### src/sv/tgrc_pkg.sv
// Shared types and constants for the tile grid rectangle collision unit.
// Holds item structs, controller command/status structs and the FSM state type.
// No dependencies.
`default_nettype none

package tgrc_pkg;

  // Grid geometry
  localparam int MAX_ROWS       = 16;
  localparam int MAX_COLS       = 16;
  localparam int TILE_SIZE_LOG2 = 6;

  localparam int ROW_W  = (MAX_ROWS > 1) ? $clog2(MAX_ROWS) : 1;
  localparam int COL_W  = (MAX_COLS > 1) ? $clog2(MAX_COLS) : 1;
  localparam int DEPTH  = MAX_ROWS * MAX_COLS;
  localparam int ADDR_W = (DEPTH > 1) ? $clog2(DEPTH) : 1;

  // Item commands
  localparam logic CMD_WRITE = 1'b0;
  localparam logic CMD_QUERY = 1'b1;

  // Configuration registers
  localparam int CFG_IDX_W  = 1;
  localparam int CFG_DATA_W = 5;
  localparam logic [CFG_IDX_W-1:0] REG_ROWS_IN_USE = 1'd0;
  localparam logic [CFG_IDX_W-1:0] REG_COLS_IN_USE = 1'd1;
  localparam logic [CFG_DATA_W-1:0] ROWS_RESET = 5'd10;
  localparam logic [CFG_DATA_W-1:0] COLS_RESET = 5'd15;

  typedef struct packed {
    logic               command;
    logic [3:0]         tile_row;
    logic [3:0]         tile_col;
    logic signed [15:0] tile_value;
    logic signed [15:0] rect_x;
    logic signed [15:0] rect_y;
    logic [11:0]        rect_w;
    logic [11:0]        rect_h;
    logic signed [15:0] scroll_offset;
  } in_item_t;

  typedef struct packed {
    logic hit;
    logic was_query;
  } out_item_t;

  typedef struct packed {
    logic capture;
    logic do_write;
    logic do_geom;
    logic do_bound;
    logic scan_step;
    logic load_out;
  } ctrl_cmd_t;

  typedef struct packed {
    logic is_query;
    logic bound_empty;
    logic scan_last;
    logic out_free;
  } dp_status_t;

  typedef enum logic [2:0] {
    ST_IDLE,
    ST_DECODE,
    ST_BOUND,
    ST_SCAN,
    ST_DRAIN,
    ST_FINISH
  } state_e;

endpackage

`default_nettype wire

### src/sv/tgrc_ctrl.sv
// Sequencer for the tile grid rectangle collision unit.
// Issues datapath commands per item; uses tgrc_pkg.
`default_nettype none

module tgrc_ctrl (
  input  wire logic                clk_i,
  input  wire logic                rst_ni,
  input  wire logic                in_valid_i,
  output logic                     in_stall_o,
  input  wire tgrc_pkg::dp_status_t status_i,
  output tgrc_pkg::ctrl_cmd_t      cmd_o
);
  import tgrc_pkg::*;

  state_e state_q, state_d;

  always_ff @(posedge clk_i or negedge rst_ni) begin
    if (!rst_ni) begin
      state_q <= ST_IDLE;
    end else begin
      state_q <= state_d;
    end
  end

  always_comb begin
    state_d    = state_q;
    cmd_o      = '0;
    in_stall_o = 1'b1;
    case (state_q)
      ST_IDLE: begin
        in_stall_o = 1'b0;
        if (in_valid_i) begin
          cmd_o.capture = 1'b1;
          state_d       = ST_DECODE;
        end
      end
      ST_DECODE: begin
        if (status_i.is_query) begin
          cmd_o.do_geom = 1'b1;
          state_d       = ST_BOUND;
        end else begin
          cmd_o.do_write = 1'b1;
          state_d        = ST_FINISH;
        end
      end
      ST_BOUND: begin
        cmd_o.do_bound = 1'b1;
        state_d        = status_i.bound_empty ? ST_FINISH : ST_SCAN;
      end
      ST_SCAN: begin
        cmd_o.scan_step = 1'b1;
        if (status_i.scan_last) begin
          state_d = ST_DRAIN;
        end
      end
      ST_DRAIN: begin
        // last read lands in the accumulator this cycle
        state_d = ST_FINISH;
      end
      ST_FINISH: begin
        if (status_i.out_free) begin
          cmd_o.load_out = 1'b1;
          state_d        = ST_IDLE;
        end
      end
      default: begin
        state_d = ST_IDLE;
      end
    endcase
  end

  // A captured item always leaves idle and only a result load returns there.
  a_capture_leaves_idle: assert property (@(posedge clk_i) disable iff (!rst_ni)
    cmd_o.capture |=> state_q == ST_DECODE)
    else $error("capture did not advance to decode");

  a_idle_after_load: assert property (@(posedge clk_i) disable iff (!rst_ni)
    (state_q != ST_IDLE && state_d == ST_IDLE) |-> cmd_o.load_out)
    else $error("returned to idle without loading a result");

  a_scan_then_drain: assert property (@(posedge clk_i) disable iff (!rst_ni)
    (cmd_o.scan_step && status_i.scan_last) |=> state_q == ST_DRAIN)
    else $error("scan end not followed by drain");

endmodule

`default_nettype wire

### src/sv/tgrc_datapath.sv
// Datapath of the tile grid rectangle collision unit: item register, config
// registers, bound math, scan counters, solid-flag memory and output register.
// Uses tgrc_pkg.
`default_nettype none

module tgrc_datapath (
  input  wire logic                         clk_i,
  input  wire logic                         rst_ni,
  input  wire tgrc_pkg::in_item_t           in_data_i,
  output tgrc_pkg::out_item_t               out_data_o,
  output logic                              out_valid_o,
  input  wire logic                         out_stall_i,
  input  wire logic                         cfg_we_i,
  input  wire logic [tgrc_pkg::CFG_IDX_W-1:0]  cfg_index_i,
  input  wire logic [tgrc_pkg::CFG_DATA_W-1:0] cfg_data_i,
  input  wire tgrc_pkg::ctrl_cmd_t          cmd_i,
  output tgrc_pkg::dp_status_t              status_o
);
  import tgrc_pkg::*;

  localparam logic signed [17:0] TILE_BIAS = 18'((1 << TILE_SIZE_LOG2) - 1);
  localparam logic [6:0] MAX_ROWS_7 = 7'(MAX_ROWS);
  localparam logic [6:0] MAX_COLS_7 = 7'(MAX_COLS);

  // division by tile size, truncating toward zero
  function automatic logic signed [17:0] trunc_div(input logic signed [17:0] v);
    logic signed [17:0] biased;
    biased = v[17] ? (v + TILE_BIAS) : v;
    return biased >>> TILE_SIZE_LOG2;
  endfunction

  function automatic logic [ADDR_W-1:0] tile_addr(input logic [ROW_W-1:0] r,
                                                  input logic [COL_W-1:0] c);
    return ADDR_W'(r) * ADDR_W'(MAX_COLS) + ADDR_W'(c);
  endfunction

  // ---------------- config registers
  logic [CFG_DATA_W-1:0] rows_q, cols_q;

  always_ff @(posedge clk_i or negedge rst_ni) begin
    if (!rst_ni) begin
      rows_q <= ROWS_RESET;
      cols_q <= COLS_RESET;
    end else if (cfg_we_i) begin
      case (cfg_index_i)
        REG_ROWS_IN_USE: rows_q <= cfg_data_i;
        REG_COLS_IN_USE: cols_q <= cfg_data_i;
        default: ;
      endcase
    end
  end

  // ---------------- item register
  in_item_t item_q;

  always_ff @(posedge clk_i) begin
    if (cmd_i.capture) begin
      item_q <= in_data_i;
    end
  end

  // ---------------- edge sums
  logic signed [17:0] x_rel_q, x_end_q, y_top_q, y_end_q;
  logic signed [17:0] x_ext, y_ext, s_ext, w_ext, h_ext;

  assign x_ext = $signed({{2{item_q.rect_x[15]}}, item_q.rect_x});
  assign y_ext = $signed({{2{item_q.rect_y[15]}}, item_q.rect_y});
  assign s_ext = $signed({{2{item_q.scroll_offset[15]}}, item_q.scroll_offset});
  assign w_ext = $signed({6'b0, item_q.rect_w});
  assign h_ext = $signed({6'b0, item_q.rect_h});

  always_ff @(posedge clk_i) begin
    if (cmd_i.do_geom) begin
      x_rel_q <= x_ext - s_ext;
      x_end_q <= x_ext + w_ext - s_ext;
      y_top_q <= y_ext;
      y_end_q <= y_ext + h_ext;
    end
  end

  // ---------------- clamped bounds
  logic [6:0]         rows_eff, cols_eff;
  logic signed [17:0] rows_m1, cols_m1;
  logic signed [17:0] left, right, top, bottom;
  logic signed [17:0] left_c, right_c, top_c, bottom_c;
  logic               empty;

  always_comb begin
    rows_eff = ({2'b0, rows_q} > MAX_ROWS_7) ? MAX_ROWS_7 : {2'b0, rows_q};
    cols_eff = ({2'b0, cols_q} > MAX_COLS_7) ? MAX_COLS_7 : {2'b0, cols_q};
    rows_m1  = $signed({11'b0, rows_eff}) - 18'sd1;
    cols_m1  = $signed({11'b0, cols_eff}) - 18'sd1;
    left     = trunc_div(x_rel_q);
    right    = trunc_div(x_end_q);
    top      = trunc_div(y_top_q);
    bottom   = trunc_div(y_end_q);
    left_c   = left[17] ? 18'sd0 : left;
    top_c    = top[17]  ? 18'sd0 : top;
    right_c  = (right  > cols_m1) ? cols_m1 : right;
    bottom_c = (bottom > rows_m1) ? rows_m1 : bottom;
    empty    = (left_c > right_c) || (top_c > bottom_c);
  end

  // ---------------- scan counters
  logic [COL_W-1:0] left_q, right_q, col_q;
  logic [ROW_W-1:0] bottom_q, row_q;
  logic             empty_q;
  logic             scan_last;

  assign scan_last = (col_q == right_q) && (row_q == bottom_q);

  always_ff @(posedge clk_i) begin
    if (cmd_i.do_bound) begin
      left_q   <= left_c[COL_W-1:0];
      right_q  <= right_c[COL_W-1:0];
      bottom_q <= bottom_c[ROW_W-1:0];
      col_q    <= left_c[COL_W-1:0];
      row_q    <= top_c[ROW_W-1:0];
      empty_q  <= empty;
    end else if (cmd_i.scan_step && !scan_last) begin
      if (col_q == right_q) begin
        col_q <= left_q;
        row_q <= row_q + 1'b1;
      end else begin
        col_q <= col_q + 1'b1;
      end
    end
  end

  // ---------------- solid-flag store
  logic             mem [DEPTH];
  logic [DEPTH-1:0] written_q;
  logic [6:0]       wr_row_ext, wr_col_ext;
  logic             wr_in_range;
  logic [ADDR_W-1:0] wr_addr, rd_addr;
  logic             wr_solid;

  assign wr_row_ext  = {3'b0, item_q.tile_row};
  assign wr_col_ext  = {3'b0, item_q.tile_col};
  assign wr_in_range = (wr_row_ext < MAX_ROWS_7) && (wr_col_ext < MAX_COLS_7);
  assign wr_addr     = tile_addr(wr_row_ext[ROW_W-1:0], wr_col_ext[COL_W-1:0]);
  assign rd_addr     = tile_addr(row_q, col_q);
  assign wr_solid    = !item_q.tile_value[15] && (item_q.tile_value != 16'sd0);

  always_ff @(posedge clk_i) begin
    if (cmd_i.do_write && wr_in_range) begin
      mem[wr_addr] <= wr_solid;
    end
  end

  // entries never written read as clear
  always_ff @(posedge clk_i or negedge rst_ni) begin
    if (!rst_ni) begin
      written_q <= '0;
    end else if (cmd_i.do_write && wr_in_range) begin
      written_q[wr_addr] <= 1'b1;
    end
  end

  logic rd_data_q, rd_written_q, rd_pend_q, hit_q;

  always_ff @(posedge clk_i) begin
    if (cmd_i.scan_step) begin
      rd_data_q    <= mem[rd_addr];
      rd_written_q <= written_q[rd_addr];
    end
  end

  always_ff @(posedge clk_i or negedge rst_ni) begin
    if (!rst_ni) begin
      rd_pend_q <= 1'b0;
      hit_q     <= 1'b0;
    end else begin
      rd_pend_q <= cmd_i.scan_step;
      if (cmd_i.capture) begin
        hit_q <= 1'b0;
      end else if (rd_pend_q && rd_data_q && rd_written_q) begin
        hit_q <= 1'b1;
      end
    end
  end

  // ---------------- output register
  logic      out_valid_q;
  out_item_t out_q;

  always_ff @(posedge clk_i or negedge rst_ni) begin
    if (!rst_ni) begin
      out_valid_q <= 1'b0;
    end else if (cmd_i.load_out) begin
      out_valid_q <= 1'b1;
    end else if (!out_stall_i) begin
      out_valid_q <= 1'b0;
    end
  end

  always_ff @(posedge clk_i) begin
    if (cmd_i.load_out) begin
      out_q.hit       <= hit_q && (item_q.command == CMD_QUERY);
      out_q.was_query <= (item_q.command == CMD_QUERY);
    end
  end

  assign out_valid_o = out_valid_q;
  assign out_data_o  = out_q;

  assign status_o.is_query    = (item_q.command == CMD_QUERY);
  assign status_o.bound_empty = empty;
  assign status_o.scan_last   = scan_last;
  assign status_o.out_free    = !out_valid_q || !out_stall_i;

  // ---------------- checks
  a_no_scan_when_empty: assert property (@(posedge clk_i) disable iff (!rst_ni)
    cmd_i.scan_step |-> !empty_q)
    else $error("scan issued on an empty range");

  a_write_ack_no_hit: assert property (@(posedge clk_i) disable iff (!rst_ni)
    (out_valid_q && !out_q.was_query) |-> !out_q.hit)
    else $error("write acknowledge carries a hit");

  a_load_needs_room: assert property (@(posedge clk_i) disable iff (!rst_ni)
    cmd_i.load_out |-> (!out_valid_q || !out_stall_i))
    else $error("result loaded over an untaken result");

endmodule

`default_nettype wire

### src/sv/tile_grid_rect_collision_unit.sv
// Top level of the tile grid rectangle collision unit.
// Joins tgrc_ctrl and tgrc_datapath; uses tgrc_pkg.
//
// Usage:
//   Input channel (in_valid_i / in_stall_o / in_data_i) carries one item per
//   transfer: command 0 writes one tile's solid flag (tile_value > 0), command
//   1 queries a rectangle against the grid in use. Every item produces exactly
//   one result transfer on the output channel (out_valid_o / out_stall_i /
//   out_data_o): hit and was_query.
//   Configuration (cfg_we_i, cfg_index_i, cfg_data_i) sets rows_in_use and
//   cols_in_use; write only while the block is idle.
//   Timing: one item in flight. A write passes through decode and finish;
//   a query passes through decode, bound, a scan over every tile of the
//   clamped range, drain and finish, and an empty range goes from bound
//   straight to finish. The scan reads one flag per cycle from the single
//   read port of the tile store, so the range size sets the scan length.
//   Reset: rows_in_use = 10, cols_in_use = 15, all tiles clear (per-entry
//   written bits are cleared at once, so no clearing pass is needed).
//   Stall: a result waits in the output register; the next input is still
//   taken, and its result is held back until the waiting one is transferred.
`default_nettype none

module tile_grid_rect_collision_unit (
  input  wire logic                             clk_i,
  input  wire logic                             rst_ni,
  input  wire logic                             in_valid_i,
  output logic                                  in_stall_o,
  input  wire tgrc_pkg::in_item_t               in_data_i,
  output logic                                  out_valid_o,
  input  wire logic                             out_stall_i,
  output tgrc_pkg::out_item_t                   out_data_o,
  input  wire logic                             cfg_we_i,
  input  wire logic [tgrc_pkg::CFG_IDX_W-1:0]   cfg_index_i,
  input  wire logic [tgrc_pkg::CFG_DATA_W-1:0]  cfg_data_i
);
  import tgrc_pkg::*;

  ctrl_cmd_t  cmd;
  dp_status_t status;

  // sequencer: decode, bound, scan, drain, finish
  tgrc_ctrl u_ctrl (
    .clk_i      (clk_i),
    .rst_ni     (rst_ni),
    .in_valid_i (in_valid_i),
    .in_stall_o (in_stall_o),
    .status_i   (status),
    .cmd_o      (cmd)
  );

  // tile store, bound math and output register
  tgrc_datapath u_datapath (
    .clk_i       (clk_i),
    .rst_ni      (rst_ni),
    .in_data_i   (in_data_i),
    .out_data_o  (out_data_o),
    .out_valid_o (out_valid_o),
    .out_stall_i (out_stall_i),
    .cfg_we_i    (cfg_we_i),
    .cfg_index_i (cfg_index_i),
    .cfg_data_i  (cfg_data_i),
    .cmd_i       (cmd),
    .status_o    (status)
  );

endmodule

`default_nettype wire
### config.mk
export PLATFORM = sky130hd
export DESIGN_NAME = tile_grid_rect_collision_unit
export DESIGN_NICKNAME = d
export VERILOG_FILES = /design/src/sv/tgrc_pkg.sv /design/src/sv/tgrc_ctrl.sv /design/src/sv/tgrc_datapath.sv /design/src/sv/tile_grid_rect_collision_unit.sv
export SDC_FILE = /design/constraint.sdc
export NUM_CORES = 1
export LEC_CHECK = 0
export BUFFER_PORTS_ARGS = -buffer_cell sky130_fd_sc_hd__buf_4
export CAP_MARGIN = 20
export CORE_AREA = 2 2 272 274
export DETAILED_ROUTE_END_ITERATION = 8
export DIE_AREA = 0 0 274 276
export GPL_ROUTABILITY_DRIVEN = 0
export PLACE_DENSITY = 0.64
export SLEW_MARGIN = 25
export SYNTH_ARGS = -nofsm -noshare
export SYNTH_HDL_FRONTEND = slang
export SYNTH_SLANG_ARGS = --single-unit
export TNS_END_PERCENT = 100
### constraint.sdc
create_clock -name clk_i -period 8.8 [get_ports clk_i]
set_input_delay 1.76 -clock clk_i [delete_from_list [all_inputs] [get_ports clk_i]]
set_output_delay 1.76 -clock clk_i [all_outputs]
set_load 0.02 [all_outputs]
==> results of run 1 <==
## cell type report
| type | count | area (um^2) | share of cell area |
|---|---|---|---|
| multi-input combinational | 1462 | 11490 | 0.3125 |
| tap | 959 | 1200 | 0.03263 |
| clock inverter | 26 | 255.2 | 0.006942 |
| sequential | 711 | 20000 | 0.5439 |
| timing repair buffer | 143 | 1175 | 0.03195 |
| clock buffer | 114 | 2228 | 0.06061 |
| inverter | 113 | 424.2 | 0.01154 |
## worst max path at each step
stage,slack (ps),from,to
after CTS,3740,u_datapath.rows_q[0],u_ctrl.state_q[1]
after global routing,3270,u_datapath.rows_q[0],u_ctrl.state_q[1]
final,3650,u_datapath.rows_q[0],u_ctrl.state_q[1]
after global placement,3920,u_datapath.rows_q[0],u_ctrl.state_q[2]
after floorplan,2410,in_valid_i,u_datapath.h_ext[0]
after detailed placement,3760,u_datapath.rows_q[0],u_ctrl.state_q[1]
## through the flow
stage	cell area (um^2)	instances
after floorplan	32380	2374
after global placement	34220	3386
after detailed placement	34230	3386
after CTS	36710	3526
after global routing	36770	3528
final	36770	3528
## worst max-delay path: cells and delay by family (launching register included)
kind / cells / cell delay (ps)
adder cells (fa/ha/maj): 2 / 720
AO/OA/AOI/OAI: 6 / 1810
flip-flops: 1 / 380
buffers and inverters: 2 / 400
multiplexers: 1 / 330
AND/OR/NAND/NOR: 5 / 1390
## routing by layer
layer,track usage,part of all wire
met5,0,0.00018
met3,0.03778,0.065
met1,0.2629,0.41
met2,0.3346,0.50
met4,0.05295,0.023
## report_power, final
| group | switching (W) | internal (W) | leakage [nW] |
|---|---|---|---|
| registers | 0.000201 | 0.00406 | 7.72 |
| clock network | 0.00129 | 0.00188 | 1.22 |
| logic | 0.00142 | 0.00102 | 6.20 |
| total | 0.00291 | 0.00696 | 15.1 |
## cells by family after synthesis
logic type | Yosys count | synth area share
and+or+nand+nor | 862 | 0.1333
DFF | 711 | 0.6178
AOI/OAI and AO/OA | 239 | 0.05029
buffers and inverters | 201 | 0.02861
muxes | 175 | 0.1033
adders and majority gates | 111 | 0.04685
xor gates and xnor gates | 73 | 0.01975
other | 1 | 0.0001159
## layout by cell type, fill, tap and decap left out, types with 9 or more instances in the layout
| cell type | synthesis | routed |
|---|---|---|
| clkbuf_16 | 0 | 79 |
| o21ai_0 | 45 | 45 |
| a31oi_1 | 15 | 15 |
| a22oi_1 | 23 | 23 |
| and3_1 | 15 | 15 |
| nand2_1 | 90 | 89 |
| nor3_1 | 29 | 29 |
| edfxtp_1 | 439 | 439 |
| nand3_1 | 37 | 37 |
| fa_1 | 17 | 17 |
| buf_4 | 11 | 135 |
| mux2i_1 | 35 | 35 |
| ha_1 | 94 | 94 |
| xor2_1 | 18 | 18 |
| nor2_1 | 324 | 321 |
| nand4_1 | 24 | 24 |
| mux4_2 | 123 | 123 |
| mux2_2 | 15 | 15 |
| clkinv_1 | 2 | 9 |
| nand2b_1 | 15 | 15 |
| clkbuf_8 | 0 | 12 |
| a21oi_1 | 48 | 48 |
| xnor2_1 | 55 | 55 |
| a21o_1 | 10 | 10 |
| a211oi_1 | 11 | 11 |
| dfrtp_1 | 266 | 266 |
| o21a_1 | 9 | 9 |
| nor2b_1 | 35 | 34 |
| or2_2 | 258 | 258 |
| inv_1 | 111 | 111 |
| clkbuf_1 | 42 | 23 |
## sequential cells by signal, indices dropped and copies added, names as in the netlist, 11 cells and up
name and cells:
u_datapath.h_ext 12, u_datapath.y_top_q 16, u_datapath.x_end_q 18, u_datapath.y_end_q 17
u_datapath.x_rel_q 11, u_datapath.written_q 256, u_datapath.mem 256, u_datapath.item_q 84
==> results.toml, run 1 <==
[worst_setup_path]
worstReg2RegStart = "u_datapath.rows_q[0]"
r2r_end = "u_ctrl.state_q[1]"
path_class = "flop to flop"
crit_top_cell = "nand4_1"
crit_path_top_delay_cell = "nor3b_1"
worstPathMaxFanout = 14
worst_path_largest_cell_delay_ps = 690
crit_path_cell_trace = "nor3_1 -> nor3b_1 -> inv_1 -> ha_1 -> nand4_1 -> a211oi_1 -> o31a_1 -> mux2i_1 -> inv_1 -> ha_1 -> nand4_1 -> o32ai_1 -> o21ai_0 -> a211oi_1 -> nand4_1 -> o221ai_1"
critPathCaptureType = "flop"
worstPathArrival_ps = 5660
critPathRequiredTime_ps = 9320
start_kind = "flop"
reg2reg_depth = 16
reg2reg_slack_ps = 3650

[final_layout]
layout-drive-gt1-share = 0.2620
syn_to_final_growth_pct = 13.60
post-route-util = 0.5065
n_antenna_cell = 0
num-fill-cells = 6237
fin_nets = 2727

[grt]
overflow = 0
grt_pass1_vias = 20350
antenna_found_initial = 1
grt_pass1_wl_um = 116100
track_usage = 0.1984
grt_max_degree = 257

[power]
report.power.total_w = 0.009872
p_per_area_nw_per_um2 = 268.5
static-leakage-power_nw = 15.14
ir_worst_vdd_v = 0.0002177

[logic_synthesis]
synthTopCellsByCount = "439 x edfxtp_1, 324 x nor2_1, 266 x dfrtp_1, 258 x or2_2, 123 x mux4_2"
syn_area_um2 = 32370
synthCells = 2373
synthTopCellsByArea = "edfxtp_1 41%, dfrtp_1 21%, mux4_2 8.6%"
synth_top_area_cell = "edfxtp_1"
ys_ff_latch = 711
post_synth_num_cell_types = 79
yosys.cell_count.top_type = "edfxtp_1"
synthFlopType = "edfxtp_1"
synth-edff-count = 439
yosysWarnings = 0
seq_area_frac_synth = 0.6178
async_flop_share = 0.3826
synth.avg_cell_area_um2 = 13.64
synthDominantCellAreaShare = 0.4073

[worst_hold_path]
hold_depth = 0
min_from = "u_datapath.item_q[43]"
min_to = "u_datapath.y_top_q[3]"
min_path_type = "flop to flop"

[cts]
clk_pin_slew_worst_paths_ps = 60
cts_setup_buffers = 0
cts.sinks = 711
cts_tree = "yes"
cts_made_buffers = 77
clk_path_buf_depth = 3
clk_latency_ps = 620
post_cts_resized = 0
htree_levels = 3
cts_root_buf = "clkbuf_16"
cts_hold_buf = 0

[flow_run]
maxCapViolations = 0

[timing]
grt_setup_unrepaired = "false"
worst_slack_ps = 3652
fin_crit_sh = 0.5850
setup_viol = 0
fin_setup_tns_ps = 0
drv_slew = 0
fin_crit_ps = 5148
slew_headroom = 0.2627
max_freq_mhz = 194.2
holdWs_ps = 457.3
tightest_slew_ps = 1103
finalHoldViolCount = 0
clock_skew_ps = 19.90

[die]
rows = 99
core_area_um2 = 72590
dieArea_um2 = 75620
die_x_um = 274
die_h_um = 276
start_util = 0.4459
io_pins = 112

[routing]
postRouteAntennaNets = 0
vias_per_cell = 5.523
drt-initial-drc-count = 1441
wirelength_um = 74030
drc = 0
firstDrtPassIters = 5
post_drt_wl_per_cell_um = 20.98
via_count = 19490

[run_status]
outcome = "finished, final reports clean"

[placement]
place_hpwl_um = 47270
port_buffers = 111
pre_cts_ws_ps = 3764
Power figures use the tool's default switching activity.
==> run 2, diff against run 1 <==
--- a/config.mk
+++ b/config.mk
@@ -11,7 +11,7 @@
 export DETAILED_ROUTE_END_ITERATION = 8
 export DIE_AREA = 0 0 274 276
 export GPL_ROUTABILITY_DRIVEN = 0
-export PLACE_DENSITY = 0.64
+export PLACE_DENSITY = 0.62
 export SLEW_MARGIN = 25
 export SYNTH_ARGS = -nofsm -noshare
 export SYNTH_HDL_FRONTEND = slang
==> constraint.sdc (replaced) <==
create_clock -name clk_i -period 5.3 [get_ports clk_i]
set_input_delay 1.06 -clock clk_i [delete_from_list [all_inputs] [get_ports clk_i]]
set_output_delay 1.06 -clock clk_i [all_outputs]
set_load 0.02 [all_outputs]
==> results.toml, run 2 (same netlist as run 1, synthesis figures left out) <==
[final_layout]
seq_area_um2 = 20000
reg_top3 = "u_datapath.mem (256), u_datapath.written_q (256), u_datapath.item_q (84)"
multi_input_area_um2 = 11500
syn_to_final_growth_pct = 14.33
final_cell_mix = "439 x edfxtp_1, 321 x nor2_1, 266 x dfrtp_1"
layout_commonest_cell = "edfxtp_1"
n_antenna_cell = 0
num-fill-cells = 6208
fin_nets = 2740
layout-drive-gt1-share = 0.2699

[routing]
via_count = 19600
drt-initial-drc-count = 1573
post_drt_wl_per_cell_um = 21.07
drc = 0
postRouteAntennaNets = 0
vias_per_cell = 5.528
wirelength_um = 74700
firstDrtPassIters = 5

[cts]
cts_root_buf = "clkbuf_16"
clk_pin_slew_worst_paths_ps = 60
htree_levels = 3
cts_made_buffers = 77
clk_path_buf_depth = 3
cts.sinks = 711
cts_tree = "yes"
clk_latency_ps = 630

[timing]
fin_crit_sh = 0.9055
clock_skew_ps = 28.13
drv_slew = 0
fin_setup_tns_ps = 0
setup_viol = 0
holdWs_ps = 456.7
max_freq_mhz = 208.4
tightest_slew_ps = 894.8
fin_crit_ps = 4799
grt_setup_unrepaired = "false"
finalHoldViolCount = 0
slew_headroom = 0.4035

[grt]
antenna_found_initial = 3
grt_max_degree = 257
overflow = 0
grt_pass1_wl_um = 117700
track_usage = 0.2014
grt_pass1_vias = 20840

[worst_setup_path]
critPathRequiredTime_ps = 5800
path_class = "flop to flop"
reg2reg_depth = 21
worstPathArrival_ps = 5300
worstReg2RegStart = "u_datapath.x_end_q[4]"
r2r_end = "u_ctrl.state_q[1]"
worstPathMaxFanout = 13
start_kind = "flop"
reg2reg_slack_ps = 500
critPathCaptureType = "flop"

[die]
die_x_um = 274
die_h_um = 276
rows = 99
io_pins = 112
core_area_um2 = 72590
dieArea_um2 = 75620
start_util = 0.4459

[power]
ir_worst_vdd_v = 0.0002984
static-leakage-power_nw = 15.27
p_per_area_nw_per_um2 = 449.7

[worst_hold_path]
min_path_type = "flop to flop"
hold_depth = 0
min_to = "u_datapath.y_top_q[3]"
min_from = "u_datapath.item_q[43]"

[flow_run]
maxCapViolations = 0

[placement]
port_buffers = 111
place_hpwl_um = 49650

[run_status]
outcome = "finished, final reports clean"
run 2: changes by cell type in the layout (fill, tap and decap cells not counted), moves of 4 or more:
cell | before | now
buf_12 | 4 | 8
buf_4 | 135 | 145
clkbuf_1 | 23 | 19
clkinv_2 | 8 | 12
run 2: cell type report:
cell class                      instances  area share
Sequential cell                       711      0.5404
Multi-Input combinational cell       1462      0.3107
Clock buffer                          111     0.06049
Timing Repair Buffer                  156     0.03530
Tap cell                              959     0.03243
Inverter                              113     0.01146
Clock inverter                         33    0.009265
run 2: worst max-delay path by stage:
stage	start	endpoint	slack (ps)	cells after the start
floorplan	u_datapath.rows_q[0]	u_ctrl.state_q[2]	770	17
global placement	u_datapath.x_end_q[4]	u_ctrl.state_q[1]	540	22
detailed placement	u_datapath.x_end_q[2]	u_ctrl.state_q[1]	360	22
CTS	u_datapath.x_end_q[2]	u_ctrl.state_q[1]	340	22
global route	u_datapath.x_end_q[4]	u_ctrl.state_q[1]	20	21
finish	u_datapath.x_end_q[4]	u_ctrl.state_q[1]	500	21
run 2: power by group:
| group | internal (W) | switching, W |
|---|---|---|
| clock network | 0.00324 | 0.00219 |
| logic | 0.00173 | 0.00235 |
| registers | 0.00674 | 0.000371 |
run 2: repair_timing:
item,4_1_cts,5_1_grt
setup buffers,0,0
hold buffers,0,0
endpoints found under the setup margin,0,2
gates resized for setup,0,2
run 2: metal layers:
layer / wire length (um) / GRT usage / vias up
met5: 16 / 0 / -
met4: 2519 / 0.06898 / 2
met3: 4563 / 0.04091 / 163
met2: 36460 / 0.3324 / 602
met1: 31140 / 0.2655 / 9943
li1: - / - / 8885
run 2: critical path, cell delays in order, from the launching register on:
cell and delay [ps]:
edfxtp_1 360, nor4_1 300, nand2_1 130, nand2_1 160, nor2_1 110, nand2_1 90
xnor2_1 170, ha_1 300, a211oi_1 200, or3_1 140, o211ai_1 120, or4b_1 530
and3_2 340, mux2i_1 210, ha_1 280, a211oi_1 240, nor2_1 70, nor3_1 160
a31oi_1 180, a211oi_1 210, nand4_1 150, o221ai_1 220
run 2: through the flow:
| step | cell area (um^2) | setup WS, ps | power [W] | utilization | cells |
|---|---|---|---|---|---|
| floorplan | 32390 | 772.9 | 0.01010 | - | 2374 |
| global placement | 34370 | 542.2 | 0.01118 | 0.4735 | 3399 |
| detailed placement | 34390 | 361.3 | 0.01131 | 0.4738 | 3400 |
| CTS | 36970 | 344.1 | 0.01676 | 0.5094 | 3544 |
| global route | 37000 | 20.45 | 0.01748 | 0.5098 | 3545 |
| finish | 37000 | 500.7 | 0.01664 | 0.5098 | 3545 |
==> run 3, diff against run 2 <==
--- a/config.mk
+++ b/config.mk
@@ -5,7 +5,7 @@
 export SDC_FILE = /design/constraint.sdc
 export NUM_CORES = 1
 export LEC_CHECK = 0
-export BUFFER_PORTS_ARGS = -buffer_cell sky130_fd_sc_hd__buf_4
+export BUFFER_PORTS_ARGS = -buffer_cell sky130_fd_sc_hd__clkbuf_2
 export CAP_MARGIN = 20
 export CORE_AREA = 2 2 272 274
 export DETAILED_ROUTE_END_ITERATION = 8
==> results.toml, run 3 (same netlist as run 1, synthesis figures left out) <==
[cts]
cts_hold_buf = 0
htree_levels = 3
post_cts_resized = 0
clk_path_buf_depth = 3
cts_tree = "yes"
cts_setup_buffers = 0
cts_made_buffers = 76
clk_pin_slew_worst_paths_ps = 60
cts_root_buf = "clkbuf_16"
cts.sinks = 711
clk_latency_ps = 620

[routing]
drt-initial-drc-count = 1612
post_drt_wl_per_cell_um = 21.12
wirelength_um = 74690
postRouteAntennaNets = 0
vias_per_cell = 5.525
firstDrtPassIters = 5
via_count = 19540
drc = 0

[timing]
finalHoldViolCount = 0
drv_slew = 0
clock_skew_ps = 25.76
fin_setup_tns_ps = 0
slew_headroom = 0.3016
setup_viol = 0
fin_crit_ps = 4769
tightest_slew_ps = 1045
max_freq_mhz = 209.7
fin_crit_sh = 0.8999
grt_setup_unrepaired = "false"

[worst_setup_path]
crit_path_top_delay_cell = "o31a_2"
crit_family = "compound AO/OA/AOI/OAI gates"
critPathRequiredTime_ps = 5800
start_kind = "flop"
path_class = "flop to flop"
crit_path_cell_trace = "nor4_1 -> nand2_1 -> and3_1 -> nand2_1 -> nor2_1 -> xor2_1 -> ha_1 -> a21o_1 -> a2111o_1 -> o31a_2 -> o21ai_0 -> ha_1 -> a2111o_1 -> a31oi_1 -> o21ai_0 -> a211oi_1 -> nand4_1 -> a21o_1"
worstPathMaxFanout = 14
critPathCaptureType = "flop"
reg2reg_depth = 18
reg2reg_slack_ps = 530
worst_path_largest_cell_delay_ps = 470
cp.depth = 18
timing.critical_path.buf_inv = 0
worstPathArrival_ps = 5270

[final_layout]
final_cell_mix = "439 x edfxtp_1, 321 x nor2_1, 266 x dfrtp_1"
fin_nets = 2732
final_cell_area_um2 = 36660
layout_commonest_cell = "edfxtp_1"
layout-drive-gt1-share = 0.2694
reg_top3 = "u_datapath.mem (256), u_datapath.written_q (256), u_datapath.item_q (84)"
post-route-util = 0.5050
syn_to_final_growth_pct = 13.25

[grt]
use_met1 = 0.2661
grt_pass1_wl_um = 116800
globalRouteMet2Util = 0.3262
grt_max_degree = 257
grt.met3_usage = 0.04681
track_usage = 0.2007
overflow = 0
grt_pass1_vias = 20420
top_usage_layer = "met2"
antenna_found_initial = 2

[die]
core_area_um2 = 72590
start_util = 0.4459
rows = 99
io_pins = 112
dieArea_um2 = 75620
die_x_um = 274
die_h_um = 276

[power]
internal_power_w = 0.01166
swShare = 0.2955
p_switching_w = 0.004889
ir_worst_vdd_v = 0.0003799
p_per_area_nw_per_um2 = 451.4
p_clk_frac = 0.327
static-leakage-power_nw = 15.15
p_comb_frac = 0.245
p_seq_frac = 0.428

[flow_run]
maxCapViolations = 0

[run_status]
outcome = "finished, final reports clean"

[worst_hold_path]
hold_depth = 1
min_path_type = "flop to flop"

[placement]
port_buffers = 111
placed_area_um2 = 34040
place_hpwl_um = 48420
run 3: worst reg2reg max path, delay by kind of cell, from the launching register on:
kind                     cells  cell delay, ps
adder cells (fa/ha/maj)      2             600
XOR/XNOR                     1             220
flip-flops                   1             370
AO/OA/AOI/OAI                9            2410
AND/OR/NAND/NOR              6            1040
run 3: final timing paths:
check,startpoint,end
max in group asynchronous,rst_ni,u_datapath.written_q[179]
min in group asynchronous,rst_ni,u_datapath.written_q[13]
max,u_datapath.y_end_q[4],u_ctrl.state_q[2]
max reg2reg,u_datapath.y_end_q[4],u_ctrl.state_q[2]
min reg2reg,u_datapath.written_q[183],u_datapath.written_q[183]
min,u_datapath.written_q[183],u_datapath.written_q[183]
run 3: power by group through the flow:
| stage | sequential, W | clock, W | combinational [W] |
|---|---|---|---|
| after floorplan | 0.00711 | 0 | 0.00299 |
| after global placement | 0.00717 | 0 | 0.00394 |
| after detailed placement | 0.00719 | 0 | 0.00405 |
| after CTS | 0.00709 | 0.00551 | 0.00407 |
| after global routing | 0.00715 | 0.00575 | 0.00449 |
| final | 0.00709 | 0.00541 | 0.00405 |
run 3: area by class of cell:
class	count	area, um^2
inverters	113	424.2
diodes	1	2.502
repair buffers	149	945.9
fillers	6194	35930
clock inverters	26	297.8
flip-flops and latches	711	20000
multi-input cells	1462	11510
clock buffers	115	2275
well taps	959	1200
run 3: metal layers:
metal,wire (um),vias to the layer above
li1,-,8875
met1,31150,9885
met2,36080,633
met3,5026,142
met4,2424,2
met5,12,-
run 3: stage by stage:
| step | hold slack, ps | total power (W) | setup WS (ps) | instances |
|---|---|---|---|---|
| final | 459.0 | 0.01654 | 530.8 | 3536 |
| after global routing | 469.8 | 0.01739 | 48.70 | 3535 |
| after CTS | 461.5 | 0.01667 | 324.8 | 3534 |
| after detailed placement | 447.1 | 0.01125 | 354.7 | 3393 |
| after global placement | 443.3 | 0.01111 | 583.2 | 3393 |
| after floorplan | 430.7 | 0.01010 | 772.9 | 2374 |
